[config.mk]
export PLATFORM = sky130hd
export DESIGN_NAME = double_ended_queue
export DESIGN_NICKNAME = d
export VERILOG_FILES = /design/src/hw/rtl/dq_pkg.sv /design/src/hw/rtl/dq_ram.sv /design/src/hw/rtl/dq_ctrl.sv /design/src/hw/rtl/double_ended_queue.sv
export SDC_FILE = /design/constraint.sdc
export NUM_CORES = 2
export LEC_CHECK = 0
export ABC_CLOCK_PERIOD_IN_PS = 7900
export BUFFER_PORTS_ARGS = -buffer_cell sky130_fd_sc_hd__buf_2
export CELL_PAD_IN_SITES_DETAIL_PLACEMENT = 0
export CELL_PAD_IN_SITES_GLOBAL_PLACEMENT = 1
export CORE_AREA = 4 4 477 479
export CTS_BUF_LIST = sky130_fd_sc_hd__clkbuf_2 sky130_fd_sc_hd__clkbuf_4 sky130_fd_sc_hd__clkbuf_8
export DETAILED_ROUTE_END_ITERATION = 10
export DIE_AREA = 0 0 481 483
export GPL_TIMING_DRIVEN = 0
export PLACE_DENSITY_LB_ADDON = 0.1
export RECOVER_POWER = 50
export REMOVE_ABC_BUFFERS = 1
export SLEW_MARGIN = 20
export SYNTH_ARGS = -nofsm -noshare
export SYNTH_HDL_FRONTEND = slang
export SYNTH_SLANG_ARGS = --single-unit
[constraint.sdc]
create_clock -name clk -period 7.9 [get_ports clk]
set_input_delay 0.79 -clock clk [delete_from_list [all_inputs] [get_ports clk]]
set_output_delay 0.79 -clock clk [all_outputs]
set_load 0.01 [all_outputs]
[src/hw/rtl/dq_pkg.sv]
`default_nettype none

package dq_pkg;

  localparam int DEPTH_DEF      = 64;
  localparam int WORD_WIDTH_DEF = 32;

  localparam int REQ_W    = 3;
  localparam int DATA_W   = 32;
  localparam int STATUS_W = 3;
  localparam int COUNT_W  = 7;

  typedef enum logic [REQ_W-1:0] {
    REQ_PUSH_FRONT = 3'd0,
    REQ_PUSH_BACK  = 3'd1,
    REQ_POP_FRONT  = 3'd2,
    REQ_POP_BACK   = 3'd3,
    REQ_PEEK_FRONT = 3'd4,
    REQ_PEEK_BACK  = 3'd5,
    REQ_SIZE       = 3'd6,
    REQ_CLEAR      = 3'd7
  } req_t;

  typedef enum logic [STATUS_W-1:0] {
    ST_OK    = 3'd0,
    ST_DATA  = 3'd1,
    ST_EMPTY = 3'd2,
    ST_FULL  = 3'd3,
    ST_SIZE  = 3'd4
  } status_t;

  // RAM strobes for the single shared address
  typedef struct packed {
    logic wr_en;
    logic rd_en;
  } mem_ctl_t;

  // What the response stage needs to build the result
  typedef struct packed {
    status_t              status;
    logic                 has_data;
    logic [COUNT_W-1:0]   count;
  } rsp_meta_t;

endpackage

`default_nettype wire

[src/hw/rtl/dq_ram.sv]
`default_nettype none

module dq_ram
  import dq_pkg::*;
#(
  parameter int DEPTH      = DEPTH_DEF,
  parameter int WORD_WIDTH = WORD_WIDTH_DEF,
  localparam int AW        = (DEPTH > 1) ? $clog2(DEPTH) : 1
) (
  input  wire logic                  clk,
  input  wire mem_ctl_t              ctl,
  input  wire logic [AW-1:0]         addr,
  input  wire logic [WORD_WIDTH-1:0] wr_data,
  output logic      [WORD_WIDTH-1:0] rd_data
);

  logic [WORD_WIDTH-1:0] mem [DEPTH];
  logic [WORD_WIDTH-1:0] rd_data_r;

  always_ff @(posedge clk) begin
    if (ctl.wr_en) begin
      mem[addr] <= wr_data;
    end
  end

  always_ff @(posedge clk) begin
    if (ctl.rd_en) begin
      rd_data_r <= mem[addr];
    end
  end

  assign rd_data = rd_data_r;

endmodule

`default_nettype wire

[src/hw/rtl/dq_ctrl.sv]
`default_nettype none

module dq_ctrl
  import dq_pkg::*;
#(
  parameter int DEPTH      = DEPTH_DEF,
  parameter int WORD_WIDTH = WORD_WIDTH_DEF,
  localparam int AW        = (DEPTH > 1) ? $clog2(DEPTH) : 1,
  localparam int CW        = $clog2(DEPTH + 1),
  localparam int SW        = CW + 1
) (
  input  wire logic                  clk,
  input  wire logic                  rst_n,
  input  wire logic                  accept,
  input  wire logic [REQ_W-1:0]      req_type,
  input  wire logic [DATA_W-1:0]     push_value,
  output mem_ctl_t                   mem_ctl,
  output logic      [AW-1:0]         mem_addr,
  output logic      [WORD_WIDTH-1:0] mem_wr_data,
  output rsp_meta_t                  meta
);

  logic [AW-1:0] head_r, head_nxt;
  logic [CW-1:0] count_r, count_nxt;
  req_t          req;
  logic          full;
  logic          empty;
  logic          wr_req;
  logic          rd_req;

  // head + off modulo DEPTH; both operands stay below DEPTH
  function automatic logic [AW-1:0] ring_add(input logic [AW-1:0] pos,
                                             input logic [CW-1:0] off);
    logic [SW-1:0] sum;
    sum = SW'(pos) + SW'(off);
    if (sum >= SW'(DEPTH)) begin
      sum = sum - SW'(DEPTH);
    end
    return AW'(sum);
  endfunction

  assign req         = req_t'(req_type);
  assign full        = (count_r == CW'(DEPTH));
  assign empty       = (count_r == '0);
  assign mem_wr_data = WORD_WIDTH'(push_value);

  always_comb begin
    head_nxt      = head_r;
    count_nxt     = count_r;
    mem_addr      = head_r;
    wr_req        = 1'b0;
    rd_req        = 1'b0;
    meta.status   = ST_OK;
    meta.has_data = 1'b0;
    unique case (req) inside
      REQ_PUSH_FRONT, REQ_PUSH_BACK: begin
        if (full) begin
          meta.status = ST_FULL;
        end else begin
          wr_req    = 1'b1;
          count_nxt = count_r + CW'(1);
          if (req == REQ_PUSH_FRONT) begin
            head_nxt = (head_r == '0) ? AW'(DEPTH - 1) : head_r - AW'(1);
            mem_addr = head_nxt;
          end else begin
            mem_addr = ring_add(head_r, count_r);
          end
        end
      end
      REQ_POP_FRONT, REQ_POP_BACK, REQ_PEEK_FRONT, REQ_PEEK_BACK: begin
        if (empty) begin
          meta.status = ST_EMPTY;
        end else begin
          meta.status   = ST_DATA;
          meta.has_data = 1'b1;
          rd_req        = 1'b1;
          if (req == REQ_POP_FRONT || req == REQ_PEEK_FRONT) begin
            mem_addr = head_r;
          end else begin
            mem_addr = ring_add(head_r, count_r - CW'(1));
          end
          if (req == REQ_POP_FRONT) begin
            head_nxt  = (head_r == AW'(DEPTH - 1)) ? '0 : head_r + AW'(1);
            count_nxt = count_r - CW'(1);
          end else if (req == REQ_POP_BACK) begin
            count_nxt = count_r - CW'(1);
          end
        end
      end
      REQ_SIZE: begin
        meta.status = ST_SIZE;
      end
      REQ_CLEAR: begin
        head_nxt  = '0;
        count_nxt = '0;
      end
      default: begin
        meta.status = ST_OK;
      end
    endcase
    meta.count    = COUNT_W'(count_nxt);
    mem_ctl.wr_en = accept && wr_req;
    mem_ctl.rd_en = accept && rd_req;
  end

  always_ff @(posedge clk) begin
    if (!rst_n) begin
      head_r  <= '0;
      count_r <= '0;
    end else if (accept) begin
      head_r  <= head_nxt;
      count_r <= count_nxt;
    end
  end

`ifndef SYNTHESIS
  a_count_bound: assert property (@(posedge clk) disable iff (!rst_n)
    count_r <= CW'(DEPTH))
    else $error("entry count above depth");

  a_head_pop_count: assert property (@(posedge clk) disable iff (!rst_n)
    accept && req == REQ_POP_FRONT && !empty |=> count_r == $past(count_r) - CW'(1))
    else $error("pop front did not decrement count");

  a_clear: assert property (@(posedge clk) disable iff (!rst_n)
    accept && req == REQ_CLEAR |=> count_r == '0 && head_r == '0)
    else $error("clear left stale pointers");
`endif

endmodule

`default_nettype wire

[src/hw/rtl/double_ended_queue.sv]
// Path: an accepted request is registered in the read stage along with its RAM read,
//   then moves into the output register, from which the result is taken.
// Throughput: one request per cycle while in_stall is low; pointer and count update at accept,
//   the single-port entry RAM is read or written in the same cycle.
// Back-pressure on the response side stalls requests only when both the
//   read stage and the output register are occupied.
// Reset (synchronous, rst_n low): queue empty, head at zero, requests stalled; RAM not cleared.
`default_nettype none

module double_ended_queue
  import dq_pkg::*;
#(
  parameter int DEPTH      = DEPTH_DEF,
  parameter int WORD_WIDTH = WORD_WIDTH_DEF,
  localparam int AW        = (DEPTH > 1) ? $clog2(DEPTH) : 1
) (
  input  wire logic                clk,
  input  wire logic                rst_n,
  input  wire logic                in_valid,
  output logic                     in_stall,
  input  wire logic [REQ_W-1:0]    in_req_type,
  input  wire logic [DATA_W-1:0]   in_push_value,
  output logic                     out_valid,
  input  wire logic                out_stall,
  output logic      [STATUS_W-1:0] out_status,
  output logic      [DATA_W-1:0]   out_data_out,
  output logic      [COUNT_W-1:0]  out_count_out
);

  logic                  accept;
  mem_ctl_t              mem_ctl;
  logic [AW-1:0]         mem_addr;
  logic [WORD_WIDTH-1:0] mem_wr_data;
  logic [WORD_WIDTH-1:0] mem_rd_data;
  rsp_meta_t             meta;

  logic                  s1_valid_r, s1_valid_nxt;
  rsp_meta_t             s1_meta_r;
  logic                  s1_adv;
  logic                  out_valid_r, out_valid_nxt;
  logic [STATUS_W-1:0]   out_status_r;
  logic [DATA_W-1:0]     out_data_r;
  logic [COUNT_W-1:0]    out_count_r;

  dq_ctrl #(
    .DEPTH      (DEPTH),
    .WORD_WIDTH (WORD_WIDTH)
  ) u_ctrl (
    .clk         (clk),
    .rst_n       (rst_n),
    .accept      (accept),
    .req_type    (in_req_type),
    .push_value  (in_push_value),
    .mem_ctl     (mem_ctl),
    .mem_addr    (mem_addr),
    .mem_wr_data (mem_wr_data),
    .meta        (meta)
  );

  dq_ram #(
    .DEPTH      (DEPTH),
    .WORD_WIDTH (WORD_WIDTH)
  ) u_ram (
    .clk     (clk),
    .ctl     (mem_ctl),
    .addr    (mem_addr),
    .wr_data (mem_wr_data),
    .rd_data (mem_rd_data)
  );

  // read stage moves on whenever the output register is free or being drained
  assign s1_adv   = s1_valid_r && (!out_valid_r || !out_stall);
  assign in_stall = !rst_n || (s1_valid_r && out_valid_r && out_stall);
  assign accept   = in_valid && !in_stall;

  always_comb begin
    s1_valid_nxt = s1_valid_r;
    if (accept) begin
      s1_valid_nxt = 1'b1;
    end else if (s1_adv) begin
      s1_valid_nxt = 1'b0;
    end
    out_valid_nxt = out_valid_r;
    if (s1_adv) begin
      out_valid_nxt = 1'b1;
    end else if (out_valid_r && !out_stall) begin
      out_valid_nxt = 1'b0;
    end
  end

  always_ff @(posedge clk) begin
    if (!rst_n) begin
      s1_valid_r  <= 1'b0;
      out_valid_r <= 1'b0;
    end else begin
      s1_valid_r  <= s1_valid_nxt;
      out_valid_r <= out_valid_nxt;
    end
  end

  always_ff @(posedge clk) begin
    if (accept) begin
      s1_meta_r <= meta;
    end
    if (s1_adv) begin
      out_status_r <= s1_meta_r.status;
      out_count_r  <= s1_meta_r.count;
      out_data_r   <= s1_meta_r.has_data ? DATA_W'(mem_rd_data) : '0;
    end
  end

  assign out_valid     = out_valid_r;
  assign out_status    = out_status_r;
  assign out_data_out  = out_data_r;
  assign out_count_out = out_count_r;

`ifndef SYNTHESIS
  a_data_zero: assert property (@(posedge clk) disable iff (!rst_n)
    out_valid && out_status != ST_DATA |-> out_data_out == '0)
    else $error("data present on a response without data");

  a_stall_cause: assert property (@(posedge clk) disable iff (!rst_n)
    in_stall |-> s1_valid_r && out_valid_r)
    else $error("request stalled with a free pipeline");

  a_s1_drain: assert property (@(posedge clk) disable iff (!rst_n)
    s1_valid_r && !out_valid_r |=> out_valid_r)
    else $error("read stage did not move into a free output register");
`endif

endmodule

`default_nettype wire
# Word-level counts from Yosys, hierarchy flattened
# Memories as Yosys holds them, arrays and structs flattened. A register that Yosys moved wholly into a read port is not among the register bits.
# Cells that the tools add are included.
# word_totals
mem_count	1
inputBits	39
register_bits	68
mem_bits_rw	2048
wordCells	89
# op_classes
muxes	32
magnitude_cmp	2
reduce_logical	23
addsub	8
eq_ne	13
# mem_list
name	words	word_bits	read_ports	rd_clocked_by_memory_dff	wr	line	text
u_ram.mem	64	32	1	1	1	dq_ram.sv:17	logic [WORD_WIDTH-1:0] mem [DEPTH];
# ops
op	n
$mux W6	12
$mux W7	4
$pmux W7 S3	1
$pmux W6 S3	1
$sub A6 B1 Y6 const B	3
$add A6 B7 Y8	2
$ge A8 B7 Y1 const B	2
$eq A3 B3 Y1 const B	4
$pmux W6 S2	1
$mux W1	10
$pmux W3 S3	1
$add A7 B1 Y7 const B	1
$eq A7 B7 Y1 const B	1
$logic_and A1 B1 Y1	7
$logic_not A7 Y1	1
$sub A7 B1 Y7 const B	1
$add A6 B1 Y6 const B	1
$eq A3 B2 Y1 const B	2
$eq A6 B6 Y1 const B	1
$logic_not A6 Y1	1
$reduce_and A6 Y1	1
$logic_not A1 Y1	4
$mux W2	2
$ne A2 B1 Y1 const B	2
8 further kinds	12

# Logic depth before layout (Yosys ltp)
# logic_depth
depth_word	8
mapped_depth	17

# By module
# Synthesis repeated with hierarchy kept, for this count alone.
# unflattened
cells_unflattened	4651
hier_area_um2	83425.0
# by_module_without_submodules
module	cells_each	area_each_um2	n_inst
dq_ram	4239	79248.5	1
dq_ctrl	313	2242.2	1
double_ended_queue	99	1934.4	1

# Worst setup path after synthesis
# OpenSTA, ideal clock, no wires.
# synth_timing
kind	input to register
from	input in_req_type[2]
to	memory u_ram.mem[12][0] (netlist bit) (enable)
path_slack_ps	2719
arrival_ps	4760
cell_stages	13
cell_sequence	buf_2 -> or2_0 -> clkbuf_1 -> a31o_2 -> buf_2 -> nand3_1 -> and3_1 -> clkbuf_1 -> clkbuf_1 -> clkbuf_1 -> clkbuf_1 -> nand4_1 -> nor2_1
# synth_between
elab_chain_len	6
word_cells_on_any_way	18
# synth_rtl
item	line	text
start, declared	double_ended_queue.sv:21	input wire logic [REQ_W-1:0] in_req_type,
$eq A3 B1 Y1 (no line) or $logic_not A3 Y1 (tied branches)	-	
$reduce_or A2 Y1	dq_ctrl.sv:55	unique case (req) inside
$mux W1	dq_ctrl.sv:55	
$logic_and A1 B1 Y1	dq_ctrl.sv:102	mem_ctl.wr_en = accept && wr_req;
$mux W1	dq_ram.sv:21	if (ctl.wr_en) begin
$mux W1 (implied by the code)	dq_ram.sv:22	mem[addr] <= wr_data;
end, declared	dq_ram.sv:17	
# Parallel ways exist; a longest one is shown, timed or not.

# Worst setup path after layout
# layout_timing
from	register u_ctrl.count_r[0]
to	register u_ram.rd_data_r[26], in the netlist u_ram.rd_data[26], read port of u_ram.mem, data pin
# layout_between
elab_chain_len	7
word_cells_on_any_way	19
# layout_rtl
item	line	text
start, declared	dq_ctrl.sv:24	logic [CW-1:0] count_r, count_nxt;
start signal, assigned	dq_ctrl.sv:112	count_r <= count_nxt;
$sub A7 B1 Y7	dq_ctrl.sv:80	mem_addr = ring_add(head_r, count_r - CW'(1));
$add A6 B7 Y8	dq_ctrl.sv:35	sum = SW'(pos) + SW'(off);
$ge A8 B7 Y1 or $sub A6 B1 Y6 (tied branches)	dq_ctrl.sv:36, dq_ctrl.sv:37	
$mux W6	dq_ctrl.sv:36	if (sum >= SW'(DEPTH)) begin
$mux W6	dq_ctrl.sv:77	if (req == REQ_POP_FRONT || req == REQ_PEEK_FRONT) begin
$mux W6	dq_ctrl.sv:71	if (empty) begin
$pmux W6 S2	dq_ctrl.sv:55	
end, declared	dq_ram.sv:18	logic [WORD_WIDTH-1:0] rd_data_r;
# Parallel ways exist; a longest one is shown, timed or not.
# A chain may end at the register's enable or synchronous reset.

==> results.py <==
metrics = {
    "die": {
        "core_region_area_um2": 223600,
        "rows": 174,
        "io_pins": 83,
        "start_util_pct": 37.84,
        "die_area_um2": 232300,
        "die_x_um": 481,
        "die_height_um": 483,
    },
    "run_status": {
        "status": "finished with violations",
        "failed_checks": "capacitance limit, slew limit",
    },
    "sta": {
        "min_period_ps": 6946,
        "setup_violations": 0,
        "report.final.slew_viol_count": 2065,
        "fmax_mhz": 144.0,
        "tns_ps": 0,
        "grt_setup_unrepaired": "false",
        "fin_crit_sh_pct": 87.93,
        "hold_viol_final": 0,
        "relSlewSlack_pct": -145.6,
        "skew_ps": 61.66,
        "worst_pin_slew_ps": 3684,
    },
    "logic_synthesis": {
        "synth_enable_flop_cells": 2133,
        "ys_top_cells_by_area": "edfxtp_1, nand3_1, nand2_1",
        "syn_avg_cell_area_um2": 15.19,
        "synth.cell_area_um2": 84600,
        "synth_cell_types": 72,
        "synth_top_area_share_pct": 75.71,
        "syn-instance-count": 5568,
        "yosys_warnings": 0,
        "synth_area_leader_cell": "edfxtp_1",
        "async_flop_share_pct": 0,
        "ys_seq_area_share_pct": 76.06,
        "synthFlopType": "edfxtp_1",
        "ys_seq_elements": 2148,
    },
    "layout": {
        "fin_area_um2": 100700,
        "layout_common_cells": "edfxtp_1, nand2_1, nand3_1",
        "syn_to_final_growth_pct": 18.99,
        "final_util_pct": 45.03,
        "fin_nets": 5949,
        "drive_gt1_share_pct": 16.95,
        "final_common_cell": "edfxtp_1",
        "final_cell_count_no_fill": 9182,
    },
    "placement": {
        "portBuffers": 82,
        "dpl.cell_count": 8495,
        "placed_cell_area_um2": 93900,
        "place_hpwl_um": 162800,
        "gp_congestion": 0.7302,
    },
    "detailed_routing": {
        "viasPerCell": 5.561,
        "drtPass1Iterations": 6,
        "drc": 0,
        "wirelength_um": 262000,
        "drtAntennaViolNets": 0,
        "avgRoutedWirePerCell_um": 28.53,
        "num_vias": 51060,
        "drt_iter0_drc": 4488,
    },
    "setup_path": {
        "critical_path_class": "reg -> reg",
        "worstRegToRegCells": 17,
        "cp_max_fo": 41,
        "setup.worst_path.end_class": "register",
        "ff2ff_setup_slack_ps": 950,
        "startpoint_type": "register",
        "r2r_start": "u_ctrl.count_r[0]$_SDFFE_PN0P_",
        "cp.arrival_ps": 7700,
        "required_ps": 8650,
        "regToRegEndpoint": "u_ram.rd_data[26]$_DFFE_PP_",
    },
    "clock_tree": {
        "cts_buffers": 384,
        "cts-root-buf": "clkbuf_8",
        "clk_pin_slew_ps": 50,
        "cts.sinks": 2148,
        "htreeDepth": 5,
        "tritoncts": "done",
        "cts.path.max_buffers": 4,
        "cts_setup_buffers": 0,
        "clock_latency_ps": 1080,
    },
    "pwr": {
        "netSwitchingFraction_pct": 26.84,
        "pwr-share-seq_pct": 48.8,
        "switching_power_mw": 6.961,
        "pwr-share-comb_pct": 14.2,
        "power_frac_clock_pct": 37.0,
        "p_total_mw": 25.94,
        "power.leakage_nw": 32.84,
        "peakVddDrop_uv": 188.9,
        "cellPowerDensity_nw_per_um2": 257.6,
        "intPower_mw": 18.98,
    },
    "global_route": {
        "grt_use_total_pct": 22.20,
        "grt_pass1_vias": 50700,
        "grt_start_max_net_pins": 65,
        "grt_first_pass_wirelength_um": 372800,
        "grt-ovfl-total": 0,
        "antenna_found_initial": 34,
    },
    "worst_hold_path": {
        "min_to": "u_ctrl.head_r[5]$_SDFFE_PN0P_",
        "hold_depth": 2,
        "hold_class": "in -> reg",
        "min-delay-start": "rst_n",
    },
    "job": {
        "drv_cap": 33,
    },
}
## synthesized netlist by cell type (6+ instances only)
cell type / instances
a21oi_1: 80
edfxtp_1: 2133
nand2b_1: 9
or3_1: 64
a311oi_1: 34
clkbuf_1: 304
o21ai_0: 84
o22ai_1: 33
or4_1: 31
o211ai_1: 66
nand2_1: 862
nand3b_1: 31
a31oi_1: 10
buf_2: 65
and2_1: 37
nand4_1: 234
buf_1: 36
buf_4: 6
ha_1: 16
nand3_1: 676
nor2b_1: 9
dfxtp_1: 15
mux4_2: 96
a21o_1: 6
a32o_1: 34
inv_1: 14
nor2_1: 92
nor3_1: 40
a32oi_1: 155
a211oi_1: 11
mux2i_1: 166
and3_1: 47
## cell type report
cell class | count | area [um2]
multi-input cells | 2990 | 19140
well taps | 2992 | 3744
diodes | 41 | 102.6
clock inverters | 131 | 583.1
clock buffers | 512 | 6284
flip-flops and latches | 2148 | 64350
fillers | 19700 | 122900
repair buffers | 354 | 6416
inverters | 14 | 52.55
## logic make-up (layout without fill, tap and decap cells)
family,after synthesis,count (layout),share of synthesized area (%)
AO/OA/AOI/OAI,556,556,4.852
XOR/XNOR,8,8,0.08282
adder cells (fa/ha/maj),18,18,0.2839
buffers and inverters,430,1011,2.075
flip-flops,2148,2148,76.06
multiplexers,263,263,4.533
other,0,41,0
AND/OR/NAND/NOR,2145,2145,12.11
## stage by stage
step	setup WS [ps]	hold slack (ps)
2_1_floorplan	-21810	400.3
3_3_place_gp	-106410	403.9
3_5_place_dp	778.7	404.5
4_1_cts	1034	66.51
5_1_grt	748.3	117.4
6_report	953.7	181.6
## per-layer routing
layer / GRT usage, % / up-vias / part of all wire (%)
li1: - / 22530 / -
met1: 31.21 / 26460 / 44
met2: 34.42 / 1592 / 46
met3: 4.662 / 463 / 6.3
met4: 7.450 / 14 / 3.1
met5: 0 / - / 0.069
## timing repair
action	4_1_cts	5_1_grt
gates resized for setup	0	0
hold endpoints to repair	2	0
hold buffers	2	0
## how the worst max path moves through the flow
stage,from,depth (start not counted),to
after floorplan,in_req_type[2],9,u_ram.rd_data[30]$_DFFE_PP_
after global placement,in_req_type[2],9,u_ram.rd_data[30]$_DFFE_PP_
after detailed placement,in_req_type[2],17,u_ram.rd_data[15]$_DFFE_PP_
after CTS,u_ctrl.count_r[0]$_SDFFE_PN0P_,17,u_ram.rd_data[18]$_DFFE_PP_
after global routing,u_ctrl.count_r[0]$_SDFFE_PN0P_,17,u_ram.rd_data[18]$_DFFE_PP_
final,u_ctrl.count_r[0]$_SDFFE_PN0P_,17,u_ram.rd_data[26]$_DFFE_PP_
## power groups by stage
stage | Clock (mW) | Sequential (mW) | Combinational, mW
floorplan | 0 | 12.9 | 3.16
global placement | 0 | 12.9 | 5.50
detailed placement | 0 | 12.9 | 3.73
CTS | 9.88 | 12.6 | 3.74
global route | 10.4 | 12.7 | 3.94
finish | 9.60 | 12.7 | 3.68
## worst max-delay path: stages, from the launching register on
cell and delay (ps):
dfxtp_1 580, inv_1 200, ha_1 240, nor3b_4 190, a211oi_1 880, nor2_1 260
a221o_4 660, buf_16 270, buf_12 210, buf_16 230, nor2_4 500, buf_12 280
buf_12 210, buf_16 200, a32oi_1 130, nand3b_1 220, nand4_1 550, or4_1 690
## registers in the layout, summed over array words and instances (netlist names)
name and flops:
s1_valid_r 1, u_ram.rd_data 32, u_ctrl.head_r 6, u_ram.mem 2048, out_valid 1, s1_meta_r 11
out_count_out 7, u_ctrl.count_r 7, out_status 3, out_data_out 32
Note: power is estimated with default switching activity, not from simulation.
